## config.mk

```make
export PLATFORM = sky130hd
export DESIGN_NAME = utf8_decode_cell_width_core
export DESIGN_NICKNAME = d
export VERILOG_FILES = /design/src/u8dcw_pkg.sv /design/src/utf8_decode_cell_width_core.sv
export VERILOG_INCLUDE_DIRS = /design/src /design/src/src
export SDC_FILE = /design/constraint.sdc
export NUM_CORES = 1
export LEC_CHECK = 0
export BUFFER_PORTS_ARGS = -buffer_cell sky130_fd_sc_hd__buf_2
export CORE_ASPECT_RATIO = 1.25
export CORE_MARGIN = 1.5
export CORE_UTILIZATION = 49
export DETAILED_ROUTE_END_ITERATION = 16
export PLACE_DENSITY = 0.69
export SLEW_MARGIN = 20
export SYNTH_ARGS = -nofsm -noshare
export SYNTH_HDL_FRONTEND = slang
export SYNTH_SLANG_ARGS = --single-unit
```

## constraint.sdc

```tcl
create_clock -name clk -period 4.85 [get_ports clk]
set_clock_uncertainty 0.15 [all_clocks]
set_input_delay 0.485 -clock clk [delete_from_list [all_inputs] [get_ports clk]]
set_output_delay 0.485 -clock clk [all_outputs]
set_load 0.005 [all_outputs]
```

## src/utf8_decode_cell_width_core_assert.svh

```systemverilog
// Assertion macros for the UTF-8 decoder block.
`ifndef UTF8_DECODE_CELL_WIDTH_CORE_ASSERT_SVH
`define UTF8_DECODE_CELL_WIDTH_CORE_ASSERT_SVH

// Same-cycle implication, checked out of reset.
`define U8DCW_ASSERT_NOW(lbl, clk, rst_n, ante, cons) \
	lbl: assert property (@(posedge clk) disable iff (!(rst_n)) (ante) |-> (cons)) \
		else $error("u8dcw: same-cycle check failed");

// Next-cycle implication, checked out of reset.
`define U8DCW_ASSERT_NEXT(lbl, clk, rst_n, ante, cons) \
	lbl: assert property (@(posedge clk) disable iff (!(rst_n)) (ante) |=> (cons)) \
		else $error("u8dcw: next-cycle check failed");

`endif

```

## src/u8dcw_pkg.sv

```systemverilog
`default_nettype none

package u8dcw_pkg;

	localparam int WIDTH_BITS = 16;
	localparam int CP_W       = 21;
	localparam int WT_W       = 16;

	localparam logic [CP_W-1:0] REPL_CP = 21'h00fffd;

	// Sequence lengths held in the pending-length register
	localparam logic [2:0] LEN_NONE = 3'd0;
	localparam logic [2:0] LEN_TWO  = 3'd2;
	localparam logic [2:0] LEN_THREE = 3'd3;
	localparam logic [2:0] LEN_FOUR = 3'd4;

	// Results planned for one input byte: rep_cnt replacements, then an optional tail
	typedef struct packed {
		logic [1:0]      rep_cnt;
		logic            tail;
		logic [CP_W-1:0] tail_cp;
		logic            tail_repl;
		logic            fin;
	} plan_t;

endpackage

`default_nettype wire

```

## src/utf8_decode_cell_width_core.sv

```systemverilog
// Path: plan stage, then output register; results leave when downstream is ready.
// Throughput: one byte per cycle while downstream is ready and no byte yields more
// than one result. A byte with k results (k up to 4) holds the input until the plan
// stage hands over its last one; silent bytes never enter the plan stage.
// Reset: arst_n clears the pending sequence, the running width and all valid flags.
`default_nettype none

module utf8_decode_cell_width_core
	import u8dcw_pkg::*;
(
	input  wire logic        clk,
	input  wire logic        arst_n,
	input  wire logic        s_axis_tvalid,
	output      logic        s_axis_tready,
	input  wire logic [7:0]  s_axis_tdata,  // [7:0] in_byte
	input  wire logic        s_axis_tlast,  // final_byte
	output      logic        m_axis_tvalid,
	input  wire logic        m_axis_tready,
	output      logic [39:0] m_axis_tdata,  // [20:0] char_val, [21] replaced,
	                                        // [22] cells, [38:23] width_total, [39] zero
	output      logic        m_axis_tlast,  // run_last
	output      logic [0:0]  m_axis_tuser   // [0] string_done
);

`include "utf8_decode_cell_width_core_assert.svh"

	// Pending sequence state
	logic [2:0]      exp_q;
	logic [1:0]      held_q;
	logic [CP_W-1:0] pv_q;
	logic [2:0]      exp_d;
	logic [1:0]      held_d;
	logic [CP_W-1:0] pv_d;

	// Running width
	logic [WIDTH_BITS-1:0] wcnt_q;
	logic [WIDTH_BITS-1:0] wnext;
	logic [31:0]           wnext_ext;

	// Plan stage
	plan_t plan_d;
	plan_t plan_s1;
	logic  vld_s1;

	// Output register
	logic            out_vld_q;
	logic [CP_W-1:0] out_cp_q;
	logic            out_repl_q;
	logic            out_cells_q;
	logic [WT_W-1:0] out_wt_q;
	logic            out_last_q;
	logic            out_done_q;

	logic            acc;
	logic            adv;
	logic            emit;
	logic            emit_rep;
	logic [CP_W-1:0] e_cp;
	logic            e_repl;
	logic            e_last;
	logic            e_cells;

	// Decode of the incoming byte against the pending sequence
	logic [7:0]      b;
	logic            fin;
	logic            pend;
	logic            cont;
	logic            fresh;
	logic [1:0]      held_inc;
	logic [CP_W-1:0] pv_shift;

	always_comb begin
		b        = s_axis_tdata;
		fin      = s_axis_tlast;
		pend     = (exp_q != LEN_NONE);
		cont     = (b[7:6] == 2'b10);
		held_inc = held_q + 2'd1;
		pv_shift = {pv_q[CP_W-7:0], b[5:0]};
		fresh    = 1'b1;
		exp_d    = exp_q;
		held_d   = held_q;
		pv_d     = pv_q;
		plan_d.rep_cnt   = 2'd0;
		plan_d.tail      = 1'b0;
		plan_d.tail_cp   = REPL_CP;
		plan_d.tail_repl = 1'b1;
		plan_d.fin       = fin;

		if (pend) begin
			if (cont) begin
				// Gather six more bits; emit once the sequence is complete
				fresh  = 1'b0;
				pv_d   = pv_shift;
				held_d = held_inc;
				if (({1'b0, held_inc} + 3'd1) >= exp_q) begin
					plan_d.tail      = 1'b1;
					plan_d.tail_cp   = pv_shift;
					plan_d.tail_repl = 1'b0;
					exp_d  = LEN_NONE;
					held_d = 2'd0;
					pv_d   = '0;
				end else if (fin) begin
					// Lead plus held bytes, this one included, all become U+FFFD
					plan_d.rep_cnt = held_inc;
					plan_d.tail    = 1'b1;
				end
			end else begin
				// Wrong byte: replace lead and held bytes, then decode it afresh
				plan_d.rep_cnt = held_q + 2'd1;
			end
		end

		if (fresh) begin
			exp_d  = LEN_NONE;
			held_d = 2'd0;
			pv_d   = '0;
			priority if (!b[7]) begin
				plan_d.tail      = 1'b1;
				plan_d.tail_cp   = CP_W'(b);
				plan_d.tail_repl = 1'b0;
			end else if (b[7:5] == 3'b110) begin
				exp_d = LEN_TWO;
				pv_d  = CP_W'(b[4:0]);
			end else if (b[7:4] == 4'b1110) begin
				exp_d = LEN_THREE;
				pv_d  = CP_W'(b[3:0]);
			end else if (b[7:3] == 5'b11110) begin
				exp_d = LEN_FOUR;
				pv_d  = CP_W'(b[2:0]);
			end else begin
				// Stray continuation byte or invalid lead
				plan_d.tail = 1'b1;
			end
			// A lead on the final byte stands alone
			if (fin && (exp_d != LEN_NONE)) begin
				plan_d.tail = 1'b1;
			end
		end

		// Drop anything pending at the end of the string
		if (fin) begin
			exp_d  = LEN_NONE;
			held_d = 2'd0;
			pv_d   = '0;
		end
	end

	// Next result out of the plan stage: replacements first, then the tail
	always_comb begin
		emit_rep = (plan_s1.rep_cnt != 2'd0);
		e_cp     = emit_rep ? REPL_CP : plan_s1.tail_cp;
		e_repl   = emit_rep ? 1'b1 : plan_s1.tail_repl;
		e_last   = emit_rep ? ((plan_s1.rep_cnt == 2'd1) && !plan_s1.tail) : 1'b1;
		e_cells  = (e_cp != '0);
		wnext    = (e_cells && (wcnt_q != '1)) ? wcnt_q + 1'b1 : wcnt_q;
		wnext_ext = 32'(wnext);
	end

	// Advance the output register when it is empty or being taken
	assign adv  = !out_vld_q || m_axis_tready;
	assign emit = adv && vld_s1;
	// Take a new byte once the plan stage is empty or hands over its last result
	assign s_axis_tready = !vld_s1 || (emit && e_last);
	assign acc  = s_axis_tvalid && s_axis_tready;

	always_ff @(posedge clk or negedge arst_n) begin
		if (!arst_n) begin
			exp_q  <= LEN_NONE;
			held_q <= 2'd0;
			pv_q   <= '0;
		end else if (acc) begin
			exp_q  <= exp_d;
			held_q <= held_d;
			pv_q   <= pv_d;
		end
	end

	// Plan stage; a byte with no results never enters it
	always_ff @(posedge clk or negedge arst_n) begin
		if (!arst_n) begin
			vld_s1  <= 1'b0;
			plan_s1 <= '0;
		end else if (acc) begin
			vld_s1  <= (plan_d.rep_cnt != 2'd0) || plan_d.tail;
			plan_s1 <= plan_d;
		end else if (emit) begin
			if (e_last) begin
				vld_s1 <= 1'b0;
			end else begin
				plan_s1.rep_cnt <= plan_s1.rep_cnt - 2'd1;
			end
		end
	end

	// Running width: cleared after the last result of a string
	always_ff @(posedge clk or negedge arst_n) begin
		if (!arst_n) begin
			wcnt_q <= '0;
		end else if (emit) begin
			wcnt_q <= (e_last && plan_s1.fin) ? '0 : wnext;
		end
	end

	always_ff @(posedge clk or negedge arst_n) begin
		if (!arst_n) begin
			out_vld_q <= 1'b0;
		end else if (adv) begin
			out_vld_q <= vld_s1;
		end
	end

	always_ff @(posedge clk) begin
		if (emit) begin
			out_cp_q    <= e_cp;
			out_repl_q  <= e_repl;
			out_cells_q <= e_cells;
			out_wt_q    <= wnext_ext[WT_W-1:0];
			out_last_q  <= e_last;
			out_done_q  <= e_last && plan_s1.fin;
		end
	end

	assign m_axis_tvalid   = out_vld_q;
	assign m_axis_tdata    = {1'b0, out_wt_q, out_cells_q, out_repl_q, out_cp_q};
	assign m_axis_tlast    = out_last_q;
	assign m_axis_tuser[0] = out_done_q;

	`U8DCW_ASSERT_NOW(a_repl_cp, clk, arst_n, out_vld_q && out_repl_q, out_cp_q == REPL_CP)
	`U8DCW_ASSERT_NOW(a_cells, clk, arst_n, out_vld_q, out_cells_q == (out_cp_q != '0))
	`U8DCW_ASSERT_NOW(a_done_last, clk, arst_n, out_vld_q && out_done_q, out_last_q)
	`U8DCW_ASSERT_NOW(a_plan_busy, clk, arst_n, vld_s1, |plan_s1.rep_cnt || plan_s1.tail)
	`U8DCW_ASSERT_NOW(a_held, clk, arst_n, exp_q != LEN_NONE, ({1'b0, held_q} + 3'd2) <= exp_q)
	`U8DCW_ASSERT_NOW(a_width_clear, clk, arst_n, out_vld_q && out_done_q, wcnt_q == '0)

endmodule

`default_nettype wire

```

# After elaboration in Yosys (flattened, before gate mapping)
# Index checks and enable logic that the tools add are counted.
# W data, S select, Z words.
[totals]
wordCells = 106
regBits = 105
inputBits = 13
[classes]
reduce_logical = 27
eq_ne = 7
n_mux = 50
addsub = 4
order_cmp = 1
[ops]
columns = ["op", "n"]
rows = [
  ["$mux W15", 5],
  ["$mux W23", 2],
  ["$mux W22", 2],
  ["$mux W3", 12],
  ["$mux W16", 2],
  ["$mux W25", 1],
  ["$mux W21", 1],
  ["$reduce_bool A21 Y1", 1],
  ["$mux W2", 10],
  ["$add A16 B1 Y16 const B", 1],
  ["$ne A16 B16 Y1 const B", 1],
  ["$reduce_bool A3 Y1", 5],
  ["$mux W1", 12],
  ["$mux W5", 2],
  ["$reduce_bool A2 Y1", 4],
  ["$logic_and A1 B1 Y1", 7],
  ["$eq A5 B5 Y1 const B", 1],
  ["$eq A4 B4 Y1 const B", 1],
  ["$mux W4", 1],
  ["$reduce_and A2 Y1", 2],
  ["$reduce_and A4 Y1", 1],
  ["$add A2 B1 Y3 const B", 1],
  ["$eq A3 B3 Y1 const B", 1],
  ["$ge A3 B3 Y1", 1],
  ["8 further kinds", 12],
]

# Depth between registers and ports, before layout
# Gate-level depths: netlist (run 1).
[logic_depth]
ltp_word = 14
mapped_depth = 10
depth_no_buf = 9

# Worst setup path before layout (run 1)
# No wires, ideal clock.
[synth_path]
path_kind = "input port to flip-flop"
start = "in m_axis_tready"
end = "reg wcnt_q[10]"
required_ps = 4613
arrival_ps = 2494
stages = 7
setup_slack_ps = 2120
cell_sequence = "nand2b_1 nand2_1 inv_1 nand2_1 clkbuf_1 or4_1 o211ai_1"
[synth_via]
elab_chain_len = 2
[synth_rtl]
columns = ["element", "line", "rtl"]
rows = [
  ["start: declaration", "utf8_decode_cell_width_core.sv:18", "input wire logic m_axis_tready,"],
  ["$logic_or A1 B1 Y1", "utf8_decode_cell_width_core.sv:160", "assign adv = !out_vld_q || m_axis_tready;"],
  ["$logic_and A1 B1 Y1", "utf8_decode_cell_width_core.sv:161", "assign emit = adv && vld_s1;"],
  ["named net emit", "utf8_decode_cell_width_core.sv:56", "logic emit;"],
  ["end signal: assignment", "utf8_decode_cell_width_core.sv:200", "wcnt_q <= (e_last && plan_s1.fin) ? '0 : wnext;"],
  ["end: declaration", "utf8_decode_cell_width_core.sv:36", "logic [WIDTH_BITS-1:0] wcnt_q;"],
]
# The timed path passes the listed nets, and every way through them passes these cells.
# A chain may end at the register's enable or synchronous reset.

# Final worst setup path (run 1)
[layout_path]
start = "reg plan_s1[24] (netlist name)"
end = "reg pv_q[12]"
[layout_via]
elab_chain_len = 7
elab_cells_between_ends = 8
[layout_rtl]
columns = ["element", "line", "rtl"]
rows = [
  ["start: declaration", "utf8_decode_cell_width_core.sv:42", "plan_t plan_s1;"],
  ["start signal: assignment", "utf8_decode_cell_width_core.sv:185", "plan_s1 <= plan_d;"],
  ["$eq A2 B1 Y1", "utf8_decode_cell_width_core.sv:153", "e_last = emit_rep ? ((plan_s1.rep_cnt == 2'd1) && !plan_s1.tail) : 1'b1;"],
  ["$logic_and A1 B1 Y1", "utf8_decode_cell_width_core.sv:153", ""],
  ["$mux W1 *", "utf8_decode_cell_width_core.sv:153", ""],
  ["$logic_and A1 B1 Y1 *", "utf8_decode_cell_width_core.sv:163", "assign s_axis_tready = !vld_s1 || (emit && e_last);"],
  ["$logic_or A1 B1 Y1 *", "utf8_decode_cell_width_core.sv:163", ""],
  ["$logic_and A1 B1 Y1 *", "utf8_decode_cell_width_core.sv:164", "assign acc = s_axis_tvalid && s_axis_tready;"],
  ["$reduce_and A3 Y1 (no line) *", "n/a", ""],
  ["end signal: assignment", "utf8_decode_cell_width_core.sv:174", "pv_q <= pv_d;"],
  ["end: declaration", "utf8_decode_cell_width_core.sv:30", "logic [CP_W-1:0] pv_q;"],
]
# Mark *: on every way between the ends. The rest lies on a longest branch, timed or not.

==> results of run 1 <==
## worst register-to-register path, delay by kind of cell, from the launching register on
| family | cells | cell delay [ps] |
|---|---|---|
| simple gates | 3 | 800 |
| flops | 1 | 390 |
| fa+ha+maj | 1 | 640 |
| compound gates | 2 | 430 |
| buf+inv | 3 | 650 |
## cells by family after synthesis
family	synth area share [%]
AOI/OAI and AO/OA	11.8
xor gates and xnor gates	3.13
adders and majority gates	1.84
buffers and inverters	3.19
DFF	59.6
muxes	1.13
other	0.0789
and+or+nand+nor	19.2
## sequential cells by signal, indices dropped and copies added (netlist names)
| signal | flops |
|---|---|
| m_axis_tuser | 1 |
| out_cells_q | 1 |
| out_cp_q | 21 |
| exp_q | 3 |
| vld_s1 | 1 |
| held_q | 2 |
| out_wt_q | 16 |
| wcnt_q | 16 |
| out_repl_q | 1 |
| plan_s1 | 26 |
| m_axis_tlast | 1 |
| pv_q | 15 |
| m_axis_tvalid | 1 |
## stage by stage
step	hold WS, ps	setup slack, ps	instance area (µm²)	cells
floorplan	39.4	2120	4750	429
global placement	319	1960	5120	591
detailed placement	322	1760	5120	591
CTS	5.32	1700	5420	607
global route	35.9	1420	5420	607
finish	-4.50	1720	5420	607
## routing by layer
metal  share of wire, %  global-route usage [%]
met2                 47                    29.4
met5                  0                       0
met3                3.9                    3.63
met1                 47                    25.4
met4                2.3                    9.06
## layout by cell type (no fill, tap or decap), types with 11 or more instances in the layout
master	instances
sky130_fd_sc_hd__a22o_1	19
sky130_fd_sc_hd__nor2_1	17
sky130_fd_sc_hd__nand3_1	16
sky130_fd_sc_hd__dfrtp_1	64
sky130_fd_sc_hd__buf_2	55
sky130_fd_sc_hd__inv_1	13
sky130_fd_sc_hd__nand2b_1	19
sky130_fd_sc_hd__o21ai_0	37
sky130_fd_sc_hd__edfxtp_1	41
sky130_fd_sc_hd__xnor2_1	11
sky130_fd_sc_hd__nand2_1	66
## worst min-delay path by stage
stage | startpoint | to | slack, ps | depth (start not counted)
after floorplan | arst_n | exp_q[0] | 40 | 0
after global placement | plan_s1[0] | plan_s1[0] | 320 | 2
after detailed placement | plan_s1[0] | plan_s1[0] | 320 | 2
after CTS | arst_n | held_q[0] | 5 | 1
after global routing | arst_n | exp_q[0] | 40 | 1
final | arst_n | held_q[0] | -5 | 1
## report_power, final
group | total (W) | switching, W | internal [W] | leakage [nW]
logic | 0.000770 | 0.000462 | 0.000308 | 0.999
registers | 0.00142 | 0.000170 | 0.00125 | 1.20
clock network | 0.000731 | 0.000327 | 0.000404 | 0.143
## final cells by class
class / instances / area (µm²)
well taps: 126 / 158
multi-input cells: 287 / 1770
fillers: 804 / 4090
flip-flops and latches: 105 / 2830
inverters: 13 / 48.8
clock inverters: 7 / 77.6
clock buffers: 9 / 225
repair buffers: 60 / 313
==> impl_metrics.tcl, run 1 <==
set metrics [dict create \
    hpwl_um 6370 \
    gr-usage-all-layers_pct 18.8 \
    irDropWorstVdd_mv 0.207 \
    post-synth-top-area-fraction_pct 33.7 \
    worst_path_required_ps 4980 \
    antenna-diode-count 0 \
    slew_at_the_pin_with_the_worst_max_slew_slack_ps 757 \
    ys.flop_type "sky130_fd_sc_hd__dfrtp_1" \
    final_hold_vios 5 \
    tritoncts "built" \
    post-synth-top-count-cell "sky130_fd_sc_hd__nand2_1" \
    post_synth_net_total 449 \
    die_area_um2 10300 \
    edff_count_synth 41 \
    post_cts.repair.setup_buffers 0 \
    cp_top_family "simple AND/OR/NAND/NOR gates" \
    leakagePower_nw 2.34 \
    drt-vias-per-instance 5.45 \
    power_w 0.00292 \
    cts_num_sinks 105 \
    placement.io_buffers 55 \
    final_layout_size_suffix_gt1_share_pct 18.3 \
    number_of_buffers_created_by_cts 9 \
    largest_net_degree_at_the_start_of_global_routing 57 \
    pd_cells_nw_per_um2 538 \
    fin_tns_setup_ps 0 \
    synthTopCellsByCount "66 x sky130_fd_sc_hd__nand2_1, 64 x sky130_fd_sc_hd__dfrtp_1, 41 x sky130_fd_sc_hd__edfxtp_1" \
    grt_antenna_before_repair 0 \
    clk_root_buffer_cell "sky130_fd_sc_hd__clkbuf_16" \
    detailedRoute.firstIterationViolations 214 \
    design.portCount 57 \
    post_synth_num_cell_types 52 \
    cts.reportedPaths.clkPinSlew_ps 70 \
    final_nets 496 \
    async_flop_share_pct 61.0 \
    core_area_um2 9510 \
    cpMaxStageDelayCell "sky130_fd_sc_hd__ha_1" \
    critPathCaptureType "flip-flop" \
    post-synth-top-area-cell "sky130_fd_sc_hd__dfrtp_1" \
    grt_pass1_vias 3172 \
    crit_path_max_incr_delay_ps 640 \
    route.detailed.wl_per_inst_um 15.0 \
    yosys_warnings 0 \
    placementRows 40 \
    final_antenna_net_count 0 \
    maxSlewViolCount 0 \
    setup.worst_path.start_class "flip-flop" \
    timing.hold.worst.class "in -> async" \
    synth_area_per_cell_um2 11.1 \
    path_cells "inv_1 -> ha_1 -> o21ai_0 -> nand2_1 -> nand2_1 -> buf_4 -> nor4_1 -> buf_4 -> a22o_1" \
    crit_end "pv_q[12]" \
    final_period_minus_worst_setup_slack_ps 3130 \
    crit_fanout 56 \
    routed-via-count 3311 \
    synth.yosys.seq_area_share_pct 59.6 \
    clock_latency_ps 350 \
    count_of_cell_instances_traversed_by_the_critical_path 9 \
    post-route-util_pct 57.0 \
    initial_core_util_pct 50.0 \
    clock_tree.htree_level_count 3 \
    gpl.final_weighted_congestion 0.861 \
    synth.cell_area_um2 4750 \
    max-slew-margin-rel_pct 49.2 \
    rsz0062_at_grt "no" \
    ctsHoldBuffers 0 \
    die_y_um 113 \
    post-route-period-util_pct 64.5 \
    cts_max_path_buffers 2 \
    hold_ws_ps -4.50 \
    maxCapViolations 0 \
    bufs_and_invs_on_worst_path 3 \
    die_w_um 91.1 \
    worstRegToRegCells 9 \
    synth.top_cells.by_area "sky130_fd_sc_hd__dfrtp_1 34%, sky130_fd_sc_hd__edfxtp_1 26%, sky130_fd_sc_hd__nand2_1 5.2%" \
    synthCells 429 \
    worst-r2r-setup-slack_ps 1720 \
    worst-endpoint-arrival_ps 3260 \
    ffs_latches_synth 105 \
    setup.worst_path.class "reg -> reg" \
    drt_first_pass_iters 4 \
    crit-reg2reg-launch "plan_s1[24]" \
    layout-area-overhead-vs-synth_pct 14.1 \
    gr-total-overflow 0 \
    route.detailed.drc 0 \
    cts-resized-gates 0 \
    reg2reg_to "pv_q[12]" \
    status "finished, violations left" \
    finalSetupViolations 0 \
    critPathLaunch "plan_s1[24]" \
    achievable-frequency_ghz 0.319 \
    grt_first_pass_wirelength_um 15300 \
    drt-total-wl_um 9110 \
    failing_checks "negative hold slack" \
]
Note: power is estimated with default switching activity, not from simulation.
==> run 2: changes to the inputs <==
- ABC_AREA: unset -> 1
- PLACE_DENSITY: 0.69 -> 0.71
- clock period: 4.85 -> 2.6 ns (I/O delays scaled with it)
==> run 2 against run 1 <==
Critical path type unchanged. Via count increased by 20%. Critical path depth unchanged. The flow now finishes without violations. Cell count rose by 25%. Register-to-register slack worse by 1500 ps. Largest power group unchanged. Critical endpoint is now plan_s1[17]. Worst hold slack improved by 47 ps. Sequential share of layout area shrank 3.0 points. Area after synthesis is 4.3% higher. Clock power increased by 85%. Global-route usage is 1.9 points higher. Sequential cell count unchanged. Sequential power up 78%.
==> impl_metrics.tcl, run 2 <==
set metrics [dict create \
    finalSetupViolations 0 \
    placement.io_buffers 55 \
    synthTopCellsByCount "167 x sky130_fd_sc_hd__nand2_1, 72 x sky130_fd_sc_hd__inv_1, 64 x sky130_fd_sc_hd__dfrtp_1" \
    timing.hold.worst.class "in -> reg" \
    routed-via-count 3962 \
    grt_pass1_vias 3704 \
    post-synth-top-count-cell "sky130_fd_sc_hd__nand2_1" \
    synth_area_per_cell_um2 8.76 \
    irDropWorstVdd_mv 0.405 \
    tritoncts "built" \
    post-synth-top-area-cell "sky130_fd_sc_hd__dfrtp_1" \
    gr-usage-all-layers_pct 20.8 \
    edff_count_synth 41 \
    clock_tree.htree_level_count 3 \
    grt_first_pass_wirelength_um 17200 \
    place_ws_ps -135 \
    drt_first_pass_iters 5 \
    setup.worst_path.class "reg -> reg" \
    cts_max_path_buffers 2 \
    rsz0062_at_grt "no" \
    min_delay_worst_endpoint "m_axis_tvalid" \
    pd_cells_nw_per_um2 963 \
    worst-r2r-setup-slack_ps 210 \
    placementRows 40 \
    cts.reportedPaths.clkPinSlew_ps 70 \
    gpl.final_weighted_congestion 0.878 \
    final.fill_count 850 \
    yosys_warnings 0 \
    crit_fanout 8 \
    worstHoldPathCells 4 \
    core_area_um2 9710 \
    detailedRoute.firstIterationViolations 195 \
    route.detailed.wl_per_inst_um 13.9 \
    setup.worst_path.start_class "flip-flop" \
    design.portCount 57 \
    synth.cell_area_um2 4960 \
    setup_ws_ps 213 \
    number_of_buffers_created_by_cts 9 \
    crit-reg2reg-launch "held_q[0]" \
    largest_net_degree_at_the_start_of_global_routing 28 \
    reg2reg_to "plan_s1[17]" \
    post-synth-top-area-fraction_pct 32.3 \
    worstRegToRegCells 9 \
    layout-area-overhead-vs-synth_pct 16.1 \
    multiInputGateArea_um2 1760 \
    antenna-diode-count 0 \
    status "complete, no violations" \
    largest_register_ffs 26 \
    achievable-frequency_ghz 0.419 \
    cts_num_sinks 105 \
    grt_antenna_before_repair 0 \
    layout.cells.most_common_list "166 x sky130_fd_sc_hd__nand2_1, 72 x sky130_fd_sc_hd__inv_1, 64 x sky130_fd_sc_hd__dfrtp_1" \
    ffs_latches_synth 105 \
    worst_path_required_ps 2710 \
    initial_core_util_pct 51.0 \
    drt-vias-per-instance 5.21 \
    gr-total-overflow 0 \
    final_antenna_net_count 0 \
    slew_at_the_pin_with_the_worst_max_slew_slack_ps 712 \
    maxSlewViolCount 0 \
    max-slew-margin-rel_pct 52.5 \
    area.sequential_um2 2830 \
    final_period_minus_worst_setup_slack_ps 2390 \
    drt-total-wl_um 10600 \
    ys.flop_type "sky130_fd_sc_hd__dfrtp_1" \
    post-route-period-util_pct 91.8 \
    die_y_um 115 \
    leakagePower_nw 2.76 \
    synth.top_cells.by_area "sky130_fd_sc_hd__dfrtp_1 32%, sky130_fd_sc_hd__edfxtp_1 25%, sky130_fd_sc_hd__nand2_1 13%" \
    post_cts.repair.setup_buffers 0 \
    die_area_um2 10700 \
    synth.yosys.seq_area_share_pct 57.2 \
    regMostFlops "plan_s1" \
    post_synth_net_total 586 \
    maxCapViolations 0 \
    hold_ws_ps 42.5 \
    route.detailed.drc 0 \
    synthCells 566 \
    clk_root_buffer_cell "sky130_fd_sc_hd__clkbuf_16" \
    final_nets 650 \
    die_w_um 93.0 \
    hpwl_um 7720 \
    async_flop_share_pct 61.0 \
    biggestRegsByFlops "plan_s1 (26), out_cp_q (21)" \
    clock_latency_ps 350 \
    critPathCaptureType "flip-flop" \
    worst-endpoint-arrival_ps 2500 \
    final_layout_size_suffix_gt1_share_pct 14.8 \
    post_synth_num_cell_types 28 \
    layout.cells.most_common "sky130_fd_sc_hd__nand2_1" \
    min_from "m_axis_tready" \
    final_hold_vios 0 \
]
[run 2: critical path, stage by stage, from the launching register on]
cell and delay (ps):
sky130_fd_sc_hd__dfrtp_1 390, sky130_fd_sc_hd__inv_1 140, sky130_fd_sc_hd__ha_1 280, sky130_fd_sc_hd__xor2_1 170, sky130_fd_sc_hd__ha_1 290, sky130_fd_sc_hd__nand3_1 90
sky130_fd_sc_hd__nand3_1 160, sky130_fd_sc_hd__nand2_2 180, sky130_fd_sc_hd__nand3_1 280, sky130_fd_sc_hd__o211ai_1 190
[run 2: final cells by class]
type	count	share of cell area (%)
Multi-Input combinational cell	369	30.6
Inverter	73	4.76
Tap cell	126	2.74
Clock buffer	13	4.96
Sequential cell	105	49.2
Timing Repair Buffer	72	7.39
Clock inverter	3	0.348
[run 2: logic make-up (layout without fill, tap and decap cells)]
logic type | Yosys count | count (layout) | synth area share (%)
adders and majority gates | 7 | 7 | 1.77
AOI/OAI and AO/OA | 46 | 46 | 5.35
buffers and inverters | 92 | 161 | 7.73
xor gates and xnor gates | 9 | 9 | 1.59
DFF | 105 | 105 | 57.2
other | 1 | 1 | 0.0757
and+or+nand+nor | 306 | 306 | 26.3
[run 2: metrics by stage]
stage | power, W | TNS (ps) | instances | util, % | area, µm²
after floorplan | 0.00357 | 0 | 566 | - | 4960
after global placement | 0.00416 | 0 | 741 | 55.5 | 5390
after detailed placement | 0.00421 | -867 | 741 | 55.5 | 5390
after CTS | 0.00558 | 0 | 761 | 59.1 | 5740
after global routing | 0.00590 | 0 | 761 | 59.3 | 5750
final | 0.00554 | 0 | 761 | 59.3 | 5750
[run 2: what timing repair did]
item,CTS,global route
hold endpoints to repair,25,0
endpoints found under the setup margin,16,40
resized for setup,1,4
hold buffers,4,0
[run 2: report_power, final]
part           internal [W]  switching [W]
sequential          0.00232       0.000215
clock              0.000772       0.000578
combinational      0.000583        0.00108
total               0.00367        0.00187
[run 2: layer usage]
metal	wire length (µm)	vias up	track usage, %	part of all wire (%)
met5	0	-	0	0
met4	348	0	9.70	3.3
met3	473	31	4.59	4.5
met2	5350	118	35.3	51
met1	4390	1851	25.2	42
li1	-	1962	-	-
[run 2: how the worst max path moves through the flow]
stage                 from           to  slack [ps]  depth (start not counted)
2_1_floorplan    held_q[0]  plan_s1[18]         360                          9
3_3_place_gp   plan_s1[24]    wcnt_q[1]          60                          7
3_5_place_dp   plan_s1[24]    wcnt_q[0]        -130                          7
4_1_cts        plan_s1[24]  out_wt_q[8]          40                         10
5_1_grt          held_q[0]  plan_s1[24]          20                          9
6_report         held_q[0]  plan_s1[17]         210                          9
==> run 3: changes to the inputs <==
- PLACE_DENSITY: 0.71 -> 0.69
- clock period: 2.6 -> 2.7 ns (I/O delays scaled with it)
==> run 3 against run 2 <==
Sequential share of layout area up 0.20 points. Fmax down 3.2%. Die area unchanged. Sequential cell count unchanged. Wire length down 2.4%. Via count down 1.6%. Count of clock-buffer cells in the layout down 1. Utilization down 0.24 points. Setup slack better by 20 ps. Register-to-register slack better by 20 ps. Critical path depth up 1.
==> impl_metrics.tcl, run 3 (synthesized netlist as in run 2, its figures left out) <==
set metrics [dict create \
    status "complete, no violations" \
    layout-area-overhead-vs-synth_pct 15.6 \
    design_area_um2 5730 \
    worst-endpoint-arrival_ps 2590 \
    drt-vias-per-instance 5.13 \
    final_nets 649 \
    multiInputGateArea_um2 1740 \
    leakagePower_nw 2.76 \
    worstRegToRegCells 10 \
    antenna-diode-count 0 \
    final.fill_count 861 \
    slew_at_the_pin_with_the_worst_max_slew_slack_ps 827 \
    clock_tree.htree_level_count 3 \
    cts-resized-gates 0 \
    rsz0062_at_grt "no" \
    pd_cells_nw_per_um2 936 \
    design.portCount 57 \
    routed-via-count 3900 \
    irDropWorstVdd_mv 0.418 \
    layout.cells.most_common "sky130_fd_sc_hd__nand2_1" \
    post-route-util_pct 59.0 \
    crit-reg2reg-launch "held_q[0]" \
    grt_first_pass_wirelength_um 17000 \
    netSwitchingPower_w 0.00182 \
    clk_root_buffer_cell "sky130_fd_sc_hd__clkbuf_16" \
    placementRows 40 \
    worstHoldPathCells 3 \
    min_delay_worst_endpoint "pv_q[1]" \
    gr-total-overflow 0 \
    gr-usage-all-layers_pct 20.6 \
    final_antenna_net_count 0 \
    detailedRoute.firstIterationViolations 161 \
    initial_core_util_pct 51.0 \
    fin_tns_setup_ps 0 \
    largest_net_degree_at_the_start_of_global_routing 65 \
    grt_pass1_vias 3702 \
    drt-total-wl_um 10300 \
    cts_num_sinks 105 \
    achievable-frequency_ghz 0.405 \
    cellInternalPower_w 0.00355 \
    regMostFlops "plan_s1" \
    worst_path_required_ps 2820 \
    critPathCaptureType "flip-flop" \
    tritoncts "built" \
    crit_fanout 10 \
    seq_power_share_pct 45.5 \
    portion_of_total_power_attributed_to_the_clock_network_pct 24.6 \
    cts_max_path_buffers 2 \
    largest_register_ffs 26 \
    core_area_um2 9710 \
    number_of_buffers_created_by_cts 9 \
    area.sequential_um2 2830 \
    die_y_um 115 \
    reg2reg_to "exp_q[2]" \
    min_from "s_axis_tdata[1]" \
    finalSetupViolations 0 \
    placement.io_buffers 55 \
    biggestRegsByFlops "plan_s1 (26), out_cp_q (21)" \
    place_area_um2 5390 \
    grt_antenna_before_repair 0 \
    worst-r2r-setup-slack_ps 230 \
    final_hold_vios 0 \
    power.combinational.fraction_pct 29.8 \
    power_w 0.00536 \
    clock_latency_ps 350 \
    p_sw_share_pct 33.9 \
    gpl.final_weighted_congestion 0.900 \
    max-slew-margin-rel_pct 44.9 \
    maxCapViolations 0 \
    final_layout_size_suffix_gt1_share_pct 13.9 \
    die_w_um 93.0 \
    route.detailed.drc 0 \
    setup.worst_path.class "reg -> reg" \
    final_period_minus_worst_setup_slack_ps 2470 \
    layout.cells.most_common_list "167 x sky130_fd_sc_hd__nand2_1, 72 x sky130_fd_sc_hd__inv_1, 64 x sky130_fd_sc_hd__dfrtp_1" \
    maxSlewViolCount 0 \
    timing.hold.worst.class "in -> reg" \
    post-route-period-util_pct 91.4 \
    hpwl_um 7480 \
    cts.reportedPaths.clkPinSlew_ps 70 \
    drt_first_pass_iters 4 \
    route.detailed.wl_per_inst_um 13.6 \
    die_area_um2 10700 \
    setup.worst_path.start_class "flip-flop" \
]
## run 3: layout make-up
| cell class | instances | share of cell area (%) |
|---|---|---|
| Clock buffer | 12 | 4.87 |
| Clock inverter | 4 | 0.524 |
| Inverter | 73 | 4.78 |
| Multi-Input combinational cell | 369 | 30.4 |
| Sequential cell | 105 | 49.4 |
| Tap cell | 126 | 2.75 |
| Timing Repair Buffer | 71 | 7.25 |
## run 3: timing repair
action,in CTS,in global routing
endpoints found under the hold margin,36,0
setup buffers,0,0
endpoints found under the setup margin,0,0
hold buffers,3,0
## run 3: worst max-delay path, cell delays in order (launching register included)
cell and delay, ps:
sky130_fd_sc_hd__dfrtp_1 390, sky130_fd_sc_hd__inv_1 140, sky130_fd_sc_hd__ha_1 270, sky130_fd_sc_hd__xor2_1 230, sky130_fd_sc_hd__ha_1 290, sky130_fd_sc_hd__nand3_1 90, sky130_fd_sc_hd__nand3_1 120, sky130_fd_sc_hd__nor3_1 240
sky130_fd_sc_hd__buf_4 220, sky130_fd_sc_hd__nor2_1 90, sky130_fd_sc_hd__o22ai_1 170
## run 3: how the worst max path moves through the flow
stage          cells past startpoint         from  slack [ps]     endpoint
2_1_floorplan                      9    held_q[0]         460  plan_s1[18]
3_3_place_gp                      11  plan_s1[24]         290  out_wt_q[3]
3_5_place_dp                      10  plan_s1[24]         250  out_wt_q[2]
4_1_cts                           12  plan_s1[24]         240  out_wt_q[3]
5_1_grt                           11  plan_s1[24]          50  out_wt_q[3]
6_report                          10    held_q[0]         230     exp_q[2]
## run 3: metal layers
layer	global-route usage [%]	part of all wire, %
met2	36.4	51
met1	23.6	42
met5	0	0
met3	3.08	3.6
met4	11.9	3.4
## run 3: metrics by stage
step | cells | hold WS (ps) | setup WS (ps)
2_1_floorplan | 566 | -176 | 460
3_3_place_gp | 741 | 318 | 293
3_5_place_dp | 741 | 316 | 252
4_1_cts | 760 | 15.0 | 243
5_1_grt | 760 | 34.4 | 50.9
6_report | 760 | 16.6 | 233
## run 3: power groups by stage
stage | clock [W] | sequential, W | combinational, W
2_1_floorplan | 0 | 0.00246 | 0.000975
3_3_place_gp | 0 | 0.00246 | 0.00157
3_5_place_dp | 0 | 0.00247 | 0.00161
4_1_cts | 0.00135 | 0.00244 | 0.00162
5_1_grt | 0.00141 | 0.00248 | 0.00181
6_report | 0.00132 | 0.00244 | 0.00160
